File: config.mk
export PLATFORM = sky130hd
export DESIGN_NAME = dpp_queue
export DESIGN_NICKNAME = d
export VERILOG_FILES = /design/src/rtl/core/dpp_pkg.sv /design/src/rtl/core/dpp_queue.sv
export SDC_FILE = /design/constraint.sdc
export NUM_CORES = 1
export LEC_CHECK = 0
export ABC_AREA = 1
export BUFFER_PORTS_ARGS = -buffer_cell sky130_fd_sc_hd__buf_2
export CELL_PAD_IN_SITES_DETAIL_PLACEMENT = 1
export CELL_PAD_IN_SITES_GLOBAL_PLACEMENT = 2
export CORE_UTILIZATION = 35
export DETAILED_ROUTE_END_ITERATION = 8
export GPL_TIMING_DRIVEN = 0
export PLACE_DENSITY_LB_ADDON = 0.1
export RECOVER_POWER = 100
export SLEW_MARGIN = 30
export SYNTH_ARGS = -nofsm -noshare
export SYNTH_HDL_FRONTEND = slang
export SYNTH_SLANG_ARGS = --single-unit
File: constraint.sdc
create_clock -name clock -period 15.1 [get_ports clock]
set_clock_uncertainty 0.05 [all_clocks]
set_input_delay 1.51 -clock clock [delete_from_list [all_inputs] [get_ports clock]]
set_output_delay 1.51 -clock clock [all_outputs]
set_load 0.02 [all_outputs]
File: src/rtl/core/dpp_pkg.sv
`default_nettype none

package dpp_pkg;

   // Operand and accumulator geometry.
   localparam int HALF_W     = 64;
   localparam int WORD_W     = 2 * HALF_W;
   localparam int DIGIT_W    = 32;
   localparam int NUM_DIGITS = WORD_W / DIGIT_W;
   localparam int PROD_W     = 2 * DIGIT_W;
   localparam int NUM_COLS   = 2 * NUM_DIGITS - 1;
   localparam int COL_W      = PROD_W + 2;
   localparam int FULL_W     = 2 * WORD_W;

   // Command codes.
   localparam logic CMD_MAC = 1'b0;
   localparam logic CMD_ADD = 1'b1;

   // One addend on its way to the accumulator.
   typedef struct packed {
      logic              last;
      logic [WORD_W-1:0] addend;
   } dpp_item_type;

   // An addend together with its valid flag.
   typedef struct packed {
      logic         valid;
      dpp_item_type item;
   } dpp_xfer_type;

endpackage

`default_nettype wire

File: src/rtl/core/dpp_queue.sv
`default_nettype none

module dpp_queue import dpp_pkg::*; #(
   parameter int QUEUE_DEPTH = 8
) (
   input  logic                              clock,
   input  logic                              reset,
   input  dpp_xfer_type                      push,
   input  logic                              pop,
   output dpp_xfer_type                      head,
   output logic [$clog2(QUEUE_DEPTH+1)-1:0]  count
);

   localparam int PTR_W = $clog2(QUEUE_DEPTH);
   localparam int CNT_W = $clog2(QUEUE_DEPTH + 1);
   localparam logic [PTR_W-1:0] LAST_PTR = PTR_W'(QUEUE_DEPTH - 1);

   dpp_item_type       entry_ff [QUEUE_DEPTH];
   logic [PTR_W-1:0]   wr_ptr_ff;
   logic [PTR_W-1:0]   wr_ptr_in;
   logic [PTR_W-1:0]   rd_ptr_ff;
   logic [PTR_W-1:0]   rd_ptr_in;
   logic [CNT_W-1:0]   count_ff;
   logic [CNT_W-1:0]   count_in;
   logic               do_pop;

   assign do_pop     = pop && (count_ff != '0);
   assign head.valid = (count_ff != '0);
   assign head.item  = entry_ff[rd_ptr_ff];
   assign count      = count_ff;

   // Pointer and fill count updates; pointers wrap after the last entry.
   always_comb begin
      wr_ptr_in = wr_ptr_ff;
      if (push.valid) begin
         wr_ptr_in = (wr_ptr_ff == LAST_PTR) ? '0 : wr_ptr_ff + PTR_W'(1);
      end
      rd_ptr_in = rd_ptr_ff;
      if (do_pop) begin
         rd_ptr_in = (rd_ptr_ff == LAST_PTR) ? '0 : rd_ptr_ff + PTR_W'(1);
      end
      count_in  = count_ff + CNT_W'(push.valid) - CNT_W'(do_pop);
   end

   always_ff @(posedge clock) begin
      if (reset) begin
         wr_ptr_ff <= '0;
         rd_ptr_ff <= '0;
         count_ff  <= '0;
      end else begin
         wr_ptr_ff <= wr_ptr_in;
         rd_ptr_ff <= rd_ptr_in;
         count_ff  <= count_in;
      end
   end

   // Entry storage.
   always_ff @(posedge clock) begin
      if (push.valid) begin
         entry_ff[wr_ptr_ff] <= push.item;
      end
   end

endmodule

`default_nettype wire

==> out/metrics.csv <==
stage,metric,value,unit
setup_path,cp_data_arrival_time,6.63,ns
hold_path,hold_path_class,flop to flop,
synth,ys_warn_count,0,
setup_path,reg2reg_from,wr_ptr_ff[0]$_SDFFE_PP0P_,
place,postPlaceCellArea,0.0509,mm²
timing,hold_violations,0,
synth,ys_ff_latch,1045,
routing,drt-initial-drc-count,1811,
power,power,8320,µW
place,portBuffers,265,
clocking,clk_path_buf_depth,3,
global_routing,grt_max_degree,21,
synth,synth_area,0.0453,mm²
global_routing,grt_pass1_wl,203000,µm
routing,drc_errors,0,
hold_path,min_from,wr_ptr_ff[0]$_SDFFE_PP0P_,
clocking,hold_buffers,0,
timing,period_minus_slack,6.35,ns
cells_and_area,fin_nets,5155,
floorplan,boundaryPins,267,
setup_path,rr_endpoint,entry_ff[3][87]$_DFFE_PP_,
clocking,cts_inserted_buffers,119,
clocking,cts_tree,done,
clocking,root_buffer,clkbuf_16,
routing,first_pass_iters,5,
setup_path,slowest_delay,1.16,ns
floorplan,coreArea,0.128,mm²
cells_and_area,final_util,41.0,%
global_routing,grt-ovfl-total,0,
global_routing,antenna_found_initial,31,
hold_path,min_to,wr_ptr_ff[0]$_SDFFE_PP0P_,
place,post-place-ws,10.96,ns
power,p_per_area,159,mW/mm²
timing,finalCritPeriodShare,42.1,%
outcome,status,finished with violations,
setup_path,crit_path_end_kind,flop,
timing,worstMarginPinSlew,1.50,ns
setup_path,rrSetupSlack,9.43,ns
routing,antenna_left,0,
run,maxCapViolations,1,
place,post-dp-hpwl,91900,µm
timing,slew_headroom,-0.449,%
power,leakage,0.0233,µW
routing,wl_per_cell,20.0,µm
clocking,cts_resized,0,
outcome,violations,"max-capacitance violations, max-slew violations",
timing,maxSlewViolCount,15,
power,peakVddDrop,0.0896,mV
cells_and_area,final_cell_area,0.0525,mm²
floorplan,rows,131,
routing,viasPerCell,4.52,
timing,setup_slack,8.75,ns
setup_path,critPathKind,input pin to flop,
global_routing,grt_util_all_layers,21.0,%
clocking,worstSkewPairLatency,0.72,ns
floorplan,chipWidth,362,µm
synth,syn_area_per_cell,9.95,µm²
clocking,cts_setup_buffers,0,
cells_and_area,layout_common_cells,"1693 x nand2_1, 1048 x inv_1, 1032 x edfxtp_1",
setup_path,cp_slowest_cell,nor2_1,
synth,ys_types,16,
global_routing,grt_pass1_vias,32186,
clocking,cts.htree.levels,3,
cells_and_area,n_fill_cell,14505,
synth,yosysSeqAreaShare,69.0,%
setup_path,cp-start-kind,input pin,
floorplan,fp.dieH,362,µm
hold_path,min_path_cells,2,
synth,synthCells,4551,
floorplan,initial_core_util,35.4,%
setup_path,crit_path_frequent_cell,clkbuf_1,
place,place_congestion,0.727,
cells_and_area,syn_to_final_growth,15.8,%
setup_path,cp_max_fo,17,
timing,rsz0062_at_grt,false,
floorplan,die_area,0.131,mm²
cells_and_area,final_common_cell,nand2_1,
clocking,clk_pin_slew_worst_paths,0.06,ns
synth,synth_nets,4693,
routing,num_vias,30977,
timing,setup_viol,0,
clocking,cts.sinks,1045,
setup_path,required,15.37,ns
setup_path,reg2reg_depth,6,
timing,setup_tns,0,ns
setup_path,crit_chain,clkbuf_1 -> nand2_1 -> nor2_1 -> clkbuf_1 -> clkbuf_1 -> clkbuf_1 -> clkbuf_1,
cells_and_area,drive_above_1_share,5.21,%
routing,drt-total-wl,137000,µm
timing,clock.fmax,0.157,GHz
-- sequential cells by signal, indices dropped and copies added, names as in the netlist, named ones only --
register   cells
entry_ff    1032
wr_ptr_ff      3
rd_ptr_ff      3
count          4
-- stage by stage --
step	hold slack (ns)	std cells
3_5_place_dp	0.450	6621
5_1_grt	0.501	6841
2_1_floorplan	0.413	4551
6_report	0.458	6846
4_1_cts	0.457	6836
3_3_place_gp	0.432	6545
-- cells in the mapped netlist (all sizes together) --
| cell | instances | area (µm²) |
|---|---|---|
| nand2 | 1693 | 6350 |
| inv | 1050 | 3940 |
| edfxtp | 1032 | 31000 |
| nand3 | 523 | 2620 |
| buf | 128 | 607 |
| clkbuf | 72 | 270 |
| nor2 | 19 | 71.3 |
| dfxtp | 13 | 260 |
| ha | 8 | 100 |
| a21oi | 7 | 35.0 |
| o21ai | 2 | 10.0 |
| or2 | 2 | 12.5 |
| fa | 1 | 20.0 |
| xnor2 | 1 | 8.76 |
-- where the power goes --
group	switching (µW)	internal, µW	leakage, µW
combinational	1720	544	0.0121
sequential	21.7	3280	0.00948
clock	1160	1590	0.00178
-- routing by layer --
layer / routed length, µm / GRT usage (%)
met1: 59300 / 26.8
met2: 67700 / 36.6
met3: 6530 / 3.42
met4: 3060 / 6.06
met5: 144 / 0
-- critical path: cells and delay by family --
kind	cells	cell delay, ns
buffers and inverters	5	3.71
AND/OR/NAND/NOR	2	1.34
-- cell families after synthesis --
group,Yosys count,synth area share (%)
simple gates,2237,20.0
buf+inv,1250,10.6
flops,1045,69.0
compound gates,9,0.0994
fa+ha+maj,9,0.265
xor+xnor,1,0.0193
-- worst max-delay path by stage --
stage | cells past startpoint | slack (ns) | from | to
floorplan | 2 | 7.44 | push[129] | entry_ff[1][0]$_DFFE_PP_
global placement | 3 | 0.44 | push[129] | entry_ff[1][91]$_DFFE_PP_
detailed placement | 8 | 10.96 | flop | head[31]
CTS | 8 | 10.15 | flop | head[31]
global route | 7 | 8.32 | push[129] | entry_ff[3][87]$_DFFE_PP_
finish | 7 | 8.75 | push[129] | entry_ff[3][87]$_DFFE_PP_
-- final cells by class --
type	instances	area [µm²]	share of cell area (%)
Sequential cell	1045	31300	59.6
Multi-Input combinational cell	2256	9230	17.6
Inverter	1050	3940	7.51
Clock buffer	151	3140	5.99
Tap cell	1729	2160	4.12
Timing Repair Buffer	341	1350	2.57
Buffer	200	861	1.64
Clock inverter	64	505	0.963
Antenna cell	10	25.0	0.0477
(Power assumes the default switching activity.)
