## src/rtl/core/dpp_pkg.sv

```systemverilog
`default_nettype none

package dpp_pkg;

   // Operand and accumulator geometry.
   localparam int HALF_W     = 64;
   localparam int WORD_W     = 2 * HALF_W;
   localparam int DIGIT_W    = 32;
   localparam int NUM_DIGITS = WORD_W / DIGIT_W;
   localparam int PROD_W     = 2 * DIGIT_W;
   localparam int NUM_COLS   = 2 * NUM_DIGITS - 1;
   localparam int COL_W      = PROD_W + 2;
   localparam int FULL_W     = 2 * WORD_W;

   // Command codes.
   localparam logic CMD_MAC = 1'b0;
   localparam logic CMD_ADD = 1'b1;

   // One addend on its way to the accumulator.
   typedef struct packed {
      logic              last;
      logic [WORD_W-1:0] addend;
   } dpp_item_type;

   // An addend together with its valid flag.
   typedef struct packed {
      logic         valid;
      dpp_item_type item;
   } dpp_xfer_type;

endpackage

`default_nettype wire

```

## src/rtl/core/dpp_rsp_if.sv

```systemverilog
`default_nettype none

interface dpp_rsp_if;
   logic        valid;
   logic        ready;
   logic [63:0] sum_lo;
   logic [63:0] sum_hi;

   modport source (output valid, sum_lo, sum_hi, input ready);
   modport sink (input valid, sum_lo, sum_hi, output ready);
endinterface

`default_nettype wire

```

## src/rtl/core/dpp_back.sv

```systemverilog
`default_nettype none

module dpp_back import dpp_pkg::*; (
   input  logic          clock,
   input  logic          reset,
   input  dpp_xfer_type  head,
   output logic          pop,
   dpp_rsp_if.source     rsp_ch
);

   logic [WORD_W-1:0] acc_ff;
   logic [WORD_W-1:0] acc_in;
   logic [WORD_W-1:0] sum;
   logic              out_valid_ff;
   logic              out_valid_in;
   logic [WORD_W-1:0] out_sum_ff;
   logic              load;
   logic              take;

   // A last item waits only while an earlier result is still held and not taken.
   assign pop  = head.valid && (!head.item.last || !out_valid_ff || rsp_ch.ready);
   assign load = pop && head.item.last;
   assign take = out_valid_ff && rsp_ch.ready;
   assign sum  = acc_ff + head.item.addend;

   // Accumulator: wraps, and restarts from zero after each last transaction.
   always_comb begin
      acc_in = acc_ff;
      if (pop) begin
         acc_in = head.item.last ? '0 : sum;
      end
      out_valid_in = load ? 1'b1 : (take ? 1'b0 : out_valid_ff);
   end

   always_ff @(posedge clock) begin
      if (reset) begin
         acc_ff       <= '0;
         out_valid_ff <= 1'b0;
      end else begin
         acc_ff       <= acc_in;
         out_valid_ff <= out_valid_in;
      end
   end

   // Result register.
   always_ff @(posedge clock) begin
      if (load) begin
         out_sum_ff <= sum;
      end
   end

   assign rsp_ch.valid  = out_valid_ff;
   assign rsp_ch.sum_lo = out_sum_ff[HALF_W-1:0];
   assign rsp_ch.sum_hi = out_sum_ff[WORD_W-1:HALF_W];

endmodule

`default_nettype wire

```

## src/flat_wrapper.sv

```systemverilog
// flat-port wrapper written by rule: the top's interface ports become plain ports
module dpp_back_flat import dpp_pkg::*;
  (clock, reset, head, pop, rsp_ch_valid, rsp_ch_sum_lo, rsp_ch_sum_hi, rsp_ch_ready);
  dpp_rsp_if rsp_ch_i ();
  input  logic clock;
  input  logic reset;
  input  dpp_xfer_type head;
  output logic pop;
  output wire logic [$bits(rsp_ch_i.valid)-1:0] rsp_ch_valid;
  output wire logic [$bits(rsp_ch_i.sum_lo)-1:0] rsp_ch_sum_lo;
  output wire logic [$bits(rsp_ch_i.sum_hi)-1:0] rsp_ch_sum_hi;
  input wire logic [$bits(rsp_ch_i.ready)-1:0] rsp_ch_ready;
  assign rsp_ch_valid = rsp_ch_i.valid;
  assign rsp_ch_sum_lo = rsp_ch_i.sum_lo;
  assign rsp_ch_sum_hi = rsp_ch_i.sum_hi;
  assign rsp_ch_i.ready = rsp_ch_ready;
  dpp_back u_core (.clock(clock), .reset(reset), .head(head), .pop(pop), .rsp_ch(rsp_ch_i));
endmodule
```

## config.mk

```make
export PLATFORM = sky130hd
export DESIGN_NAME = dpp_back_flat
export DESIGN_NICKNAME = d
export VERILOG_FILES = /design/src/rtl/core/dpp_pkg.sv /design/src/rtl/core/dpp_rsp_if.sv /design/src/rtl/core/dpp_back.sv /design/src/flat_wrapper.sv
export SDC_FILE = /design/constraint.sdc
export NUM_CORES = 1
export LEC_CHECK = 0
export ABC_AREA = 1
export BUFFER_PORTS_ARGS = -buffer_cell sky130_fd_sc_hd__buf_2
export CELL_PAD_IN_SITES_DETAIL_PLACEMENT = 1
export CELL_PAD_IN_SITES_GLOBAL_PLACEMENT = 1
export CORE_UTILIZATION = 41
export CTS_CLUSTER_DIAMETER = 50
export DETAILED_ROUTE_END_ITERATION = 7
export PLACE_DENSITY = 0.93
export SYNTH_ARGS = -nofsm -noshare
export SYNTH_HDL_FRONTEND = slang
export SYNTH_SLANG_ARGS = --single-unit
```

## constraint.sdc

```tcl
create_clock -name clock -period 5.5 [get_ports clock]
set_clock_uncertainty 0.2 [all_clocks]
set_input_delay 1.1 -clock clock [delete_from_list [all_inputs] [get_ports clock]]
set_output_delay 1.1 -clock clock [all_outputs]
set_load 0.02 [all_outputs]
```

==> run summary, run 1 <==
Fin area: 26000 um^2
Max frequency: 271 MHz
Total CTS buffers: 42
Post-CTS sizing: 0
Fin. Hold Viols: 0
Starting Density: 0.416
Share of cells above drive strength 1: 0.0957
Number of flops mapped to enable cells by yosys: 128
Max-slew violations: 0
Via density: 5.17
Routed vias: 25300
Setup TNS: 0 ps
PD cells: 255 nW/um^2
Initial DRT Pass Iterations: 5
Worst R2R Path Depth: 11
Worst Setup SP: head[41]
Slew margin rel.: 0.310
RSZ-0062 raised after global routing: false
Area contributors post-synth: nand2_1 (28%), edfxtp_1 (17%), inv_1 (15%)
Clock net sink count: 257
Hold-fix buffers, CTS: 0
Leak: 14.4 nW
Startpoint types: primary input
First-pass GRT wire length: 154000 um
Worst hold slack: 269 ps
Worst hold path depth: 2
Vias in the first global route: 26000
CP required: 5810 ps
Overall Power: 6.64 mW
Clk pin slew, worst setup/hold paths: 70 ps
Flip-flop and latch count after synthesis: 257
Nets: 4415
Largest net degree at the start of global routing: 79
Peak VDD IR: 225 uV
Worst slew pin tran: 1030 ps
Clk Latency, worst-skew pair: 600 ps
Final cell count without fillers: 4885
Core Area: 54000 um^2
DIE HEIGHT: 236 um
DRT iter0 DRCs: 2263
DP Area: 24600 um^2
Flop2flop setup slack: 1990 ps
Leading area contributor after synthesis: nand2_1
GR Overflow Total: 0
CTS tree: done
Root Buffer: clkbuf_16
Max clock buf depth: 3
Cell area after synthesis: 22500 um^2
Initial antenna violation count: 2
Crit end category: flop
Antenna violation net count after detailed routing: 0
Post-synth top cells: nand2_1 (1678), inv_1 (879), nor2_1 (287), a21oi_1 (214), nand3_1 (145)
Final setup fails: 0
Max FO, Critical Path: 4
Worst min-delay path category: reg -> reg
Ys Warns: 0
Post-synthesis cell type count: 32
# rows: 85
Status: completed
GRT Overall Usage: 0.366
Final worst path period share: 0.671
Crit path DAT: 4010 ps
DR DRC count: 0
CP Class: in -> reg
Worst hold start: u_core.acc_ff[94]
Setup bufs post-CTS: 0
Die area: 55700 um^2
GPL Wtd Cong: 1.08
Placed insts: 4806
Syn nets: 4141
PortBufs: 262
Synth top area share: 0.280
Dpl hpwl: 84600 um
Post-Synthesis Cells: 3880
IO Pins: 263
DRT Wirelength: 103000 um
DR WL/cell: 21.1 um
Chip width: 236 um
Register area share after synthesis: 0.286
Syn Area/Cell: 5.79 um^2
Top-count cell post-synth: nand2_1
Synth Flop Type: dfxtp_1
Max-cap violations: 0
Worst r2r src: u_core.acc_ff[110]
Min Tclk post-route: 3690 ps
Area Growth Syn to Fin: 15.7%
H-tree depth: 2
Asr flop ratio synth: 0
per-stage QoR:
stage / util / setup WS [ps]
6_report: 0.481 / 1810
5_1_grt: 0.481 / 1670
4_1_cts: 0.481 / 1910
3_5_place_dp: 0.455 / 1300
3_3_place_gp: 0.455 / 1390
2_1_floorplan: - / 840
cell type report:
| class | count | area, um^2 |
|---|---|---|
| fillers | 7751 | 28000 |
| multi-input cells | 2692 | 12600 |
| flip-flops and latches | 257 | 6430 |
| inverters | 889 | 3340 |
| repair buffers | 272 | 1400 |
| clock buffers | 50 | 1120 |
| well taps | 696 | 871 |
| clock inverters | 28 | 280 |
| diodes | 1 | 2.50 |
cells by family after synthesis:
| logic type | share of synthesized area |
|---|---|
| flops | 0.286 |
| compound gates | 0.0518 |
| xor+xnor | 0.0269 |
| buf+inv | 0.156 |
| fa+ha+maj | 0.0716 |
| simple gates | 0.408 |
per-layer routing:
| metal | vias up | part of all wire | track usage |
|---|---|---|---|
| met3 | 268 | 0.081 | 0.0706 |
| met4 | 0 | 0.060 | 0.197 |
| li1 | 12100 | - | - |
| met5 | - | 0 | 0 |
| met1 | 11900 | 0.41 | 0.455 |
| met2 | 1061 | 0.45 | 0.596 |
cell usage in the layout, fill, tap and decap left out, types with 23 or more instances in the layout:
master,Yosys,routed
a21oi_1,214,214
and2_1,72,72
buf_2,6,261
clkbuf_16,0,43
dfxtp_1,129,129
edfxtp_1,128,128
ha_1,127,127
inv_1,879,878
nand2_1,1678,1678
nand3_1,145,145
nand3b_1,23,23
nor2_1,287,286
nor3_1,27,27
xor2_1,54,54
sequential cells by signal, indices dropped and copies added (netlist names):
register	count
u_core.acc_ff	128
u_core.out_sum_ff	128
u_core.rsp_ch.valid	1
worst max-delay path, cell delays in order:
cell and delay (ps):
buf_2 100, ha_1 360, nand2_1 130, nor2_1 180
inv_1 70, nor2_1 300, nand2_1 370, nor2_1 180
nand2_1 70, nand2_1 340, nand2_1 170, nand3_1 130
nand3_1 250, a21oi_1 240
power breakdown:
| part | leakage, nW | total (mW) | switching, mW | internal [mW] |
|---|---|---|---|---|
| clock | 0.678 | 2.71 | 1.13 | 1.59 |
| sequential | 2.25 | 2.25 | 0.0684 | 2.18 |
| combinational | 11.5 | 1.68 | 1.20 | 0.479 |
path summary, 6_finish.rpt:
kind | endpoint
worst max-delay path | u_core.acc_ff[114]
worst min-delay path | u_core.acc_ff[94]
worst max register to register | u_core.out_sum_ff[113]
worst min register to register | u_core.acc_ff[94]
No activity file was read; power rests on OpenSTA's default activity.
==> inputs of run 2 (changes only) <==
clock period = 3.75 ns   (was 5.5 ns; I/O delays follow)
==> run 2 against run 1 <==
Compared with the run above:
- routed wire length grew 1.8%
- critical path depth increased by 1
- via count is 1.9% higher
- register-to-register slack got worse by 1600 ps
- critical path type is now reg -> reg
- first-iteration DRC count shrank 7.1%
- largest cell class unchanged
==> run summary, run 2 (same netlist as run 1, synthesis figures left out) <==
Starting Density: 0.416 (unchanged)
Antenna violation net count after detailed routing: 0 (unchanged)
Worst R2R Path Depth: 15 (was 11)
Die area: 55700 um^2 (unchanged)
DRT iter0 DRCs: 2103 (was 2263)
Crit path depth: 15 (was 14)
RSZ-0062 raised after global routing: false (unchanged)
Slowest cell delay on critical path: 360 ps (was 370 ps)
Hold-fix buffers, CTS: 0 (unchanged)
PortBufs: 262 (unchanged)
Max-slew violations: 0 (unchanged)
Worst slew pin tran: 934 ps (was 1030 ps)
CP Class: reg -> reg (was in -> reg)
GPL Wtd Cong: 1.05 (was 1.08)
Nets: 4484 (was 4415)
Logic pwr share: 0.266 (was 0.253)
Final setup fails: 0 (unchanged)
Setup bufs post-CTS: 0 (unchanged)
DIE HEIGHT: 236 um (unchanged)
Initial DRT Pass Iterations: 6 (was 5)
Startpoint types: flop (was primary input)
Max frequency: 296 MHz
Post-CTS sizing: 0 (unchanged)
Chip width: 236 um (unchanged)
Global Route met3 Usage: 0.0550 (was 0.0706)
Crit path DAT: 3500 ps (was 4010 ps)
Met2 usage: 0.598 (was 0.596)
Clock network power share: 0.388 (was 0.409)
Crit end category: flop (unchanged)
Worst hold slack: 269 ps (about the same)
Clk pin slew, worst setup/hold paths: 60 ps (was 70 ps)
Most frequent cells in the layout: nand2_1 (1678), inv_1 (877), nor2_1 (286) (was nand2_1 (1678), inv_1 (878), nor2_1 (286))
Core Area: 54000 um^2 (unchanged)
M1 GR Usage: 0.483 (was 0.455)
Internal power: 6.07 mW (was 4.25 mW)
Share of cells above drive strength 1: 0.110 (was 0.0957)
Dpl hpwl: 85800 um (was 84600 um)
# rows: 85 (unchanged)
Setup ws final: 372 ps (was 1810 ps)
DR WL/cell: 21.2 um (was 21.1 um)
GR peak layer: met2 (unchanged)
Worst min-delay path category: reg -> reg (unchanged)
Worst hold path depth: 2 (unchanged)
First-pass GRT wire length: 157000 um (was 154000 um)
CTS tree: done (unchanged)
N_diodes: 0 (was 1)
Min Tclk post-route: 3380 ps
Fillers: 7696 (was 7751)
Total CTS buffers: 41 (was 42)
PD cells: 361 nW/um^2 (was 255 nW/um^2)
Area Growth Syn to Fin: 17.8% (was 15.7%)
Fin. Hold Viols: 0 (unchanged)
Max-cap violations: 0 (unchanged)
Place WS: -8.62 ps (was 1300 ps)
GRT Overall Usage: 0.373 (was 0.366)
Cell breakdown of the critical path: ha_1 > nand2_1 > nor2_1 > nand3_1 > nand2_1 > nand2_1 > nand2_1 > nand2_1 > nand2_1 > nand2_1 > nand2_2 > nand2_1 > nand2_1 > nand2_1 > and2_1 (was buf_2 > ha_1 > nand2_1 > nor2_1 > inv_1 > nor2_1 > nand2_1 > nor2_1 > nand2_1 > nand2_1 > nand2_1 > nand3_1 > nand3_1 > a21oi_1)
Most common cell after layout, fill and taps aside: nand2_1 (unchanged)
Largest net degree at the start of global routing: 129 (was 79)
Final Util: 0.490 (was 0.481)
Max FO, Critical Path: 4 (unchanged)
Crit path top cell by count: nand2_1 (unchanged)
Routed vias: 25800 (was 25300)
Top cell family by delay on the critical path: simple AND/OR/NAND/NOR gates (unchanged)
Vias in the first global route: 26400 (was 26000)
GR Overflow Total: 0 (unchanged)
H-tree depth: 2 (unchanged)
Root Buffer: clkbuf_16 (unchanged)
Clock net sink count: 257 (unchanged)
Clk Latency, worst-skew pair: 590 ps (was 600 ps)
Via density: 5.20 (was 5.17)
Slew margin rel.: 0.377 (was 0.310)
Leak: 14.7 nW (was 14.4 nW)
IO Pins: 263 (unchanged)
Switching share of power: 0.365 (was 0.360)
DRT Wirelength: 105000 um (was 103000 um)
Final worst path period share: 0.901
Max clock buf depth: 3 (unchanged)
Slowest cell on crit path: ha_1 (was nand2_1)
DR DRC count: 0 (unchanged)
Buf/Inv on CP: 0 (was 2)
Status: completed (unchanged)
CP required: 3870 ps (was 5810 ps)
Switching power: 3.49 mW (was 2.39 mW)
Initial antenna violation count: 4 (was 2)
Peak VDD IR: 310 uV (was 225 uV)
Reg power frac: 0.345 (was 0.338)
==> run 2: changes by cell type in the layout (fill, tap and decap cells not counted), sizes merged <==
cell and delta:
buf +70, clkinv -5, inv +3, bufinv -2, clkbuf +1, diode -1
==> run 2: worst reg2reg max path, delay by kind of cell, from the launching register on <==
family	cells	cell delay [ps]
adder cells (fa/ha/maj)	1	360
flip-flops	1	320
AND/OR/NAND/NOR	14	2240
==> run 2: power groups by stage <==
stage / clock [mW] / sequential (mW) / combinational [mW]
finish: 3.71 / 3.30 / 2.55
global route: 3.87 / 3.31 / 2.73
CTS: 3.74 / 3.30 / 2.49
detailed placement: 0 / 3.35 / 2.44
global placement: 0 / 3.34 / 2.37
floorplan: 0 / 3.44 / 1.38
==> run 2: final timing paths <==
path | slack, ps | to | from
min | 270 | u_core.acc_ff[114] | u_core.acc_ff[114]
min reg2reg | 270 | u_core.acc_ff[114] | u_core.acc_ff[114]
max reg2reg | 370 | u_core.out_sum_ff[95] | u_core.acc_ff[6]
max | 370 | u_core.out_sum_ff[95] | u_core.acc_ff[6]
==> run 2: routing by layer <==
metal | part of all wire | vias up
met5 | 0.00024 | -
met4 | 0.060 | 4
met3 | 0.073 | 260
met2 | 0.44 | 1008
met1 | 0.43 | 12300
li1 | - | 12200
==> run 2: final cells by class <==
class                           instances  area, um^2  share of cell area
Clock inverter                         24         196             0.00742
Clock buffer                           51        1080              0.0409
Sequential cell                       257        6430               0.243
Multi-Input combinational cell       2692       12600               0.475
Tap cell                              696         871              0.0329
Inverter                              889        3340               0.126
Timing Repair Buffer                  342        1990              0.0752
==> run 2: metrics by stage <==
stage	cell area, um^2	power, mW	std cells	setup TNS (ps)
floorplan	22500	4.82	3880	0
global placement	25200	5.72	4876	0
detailed placement	25200	5.79	4876	-8.62
CTS	26500	9.53	4951	0
global route	26500	9.91	4951	0
finish	26500	9.55	4951	0
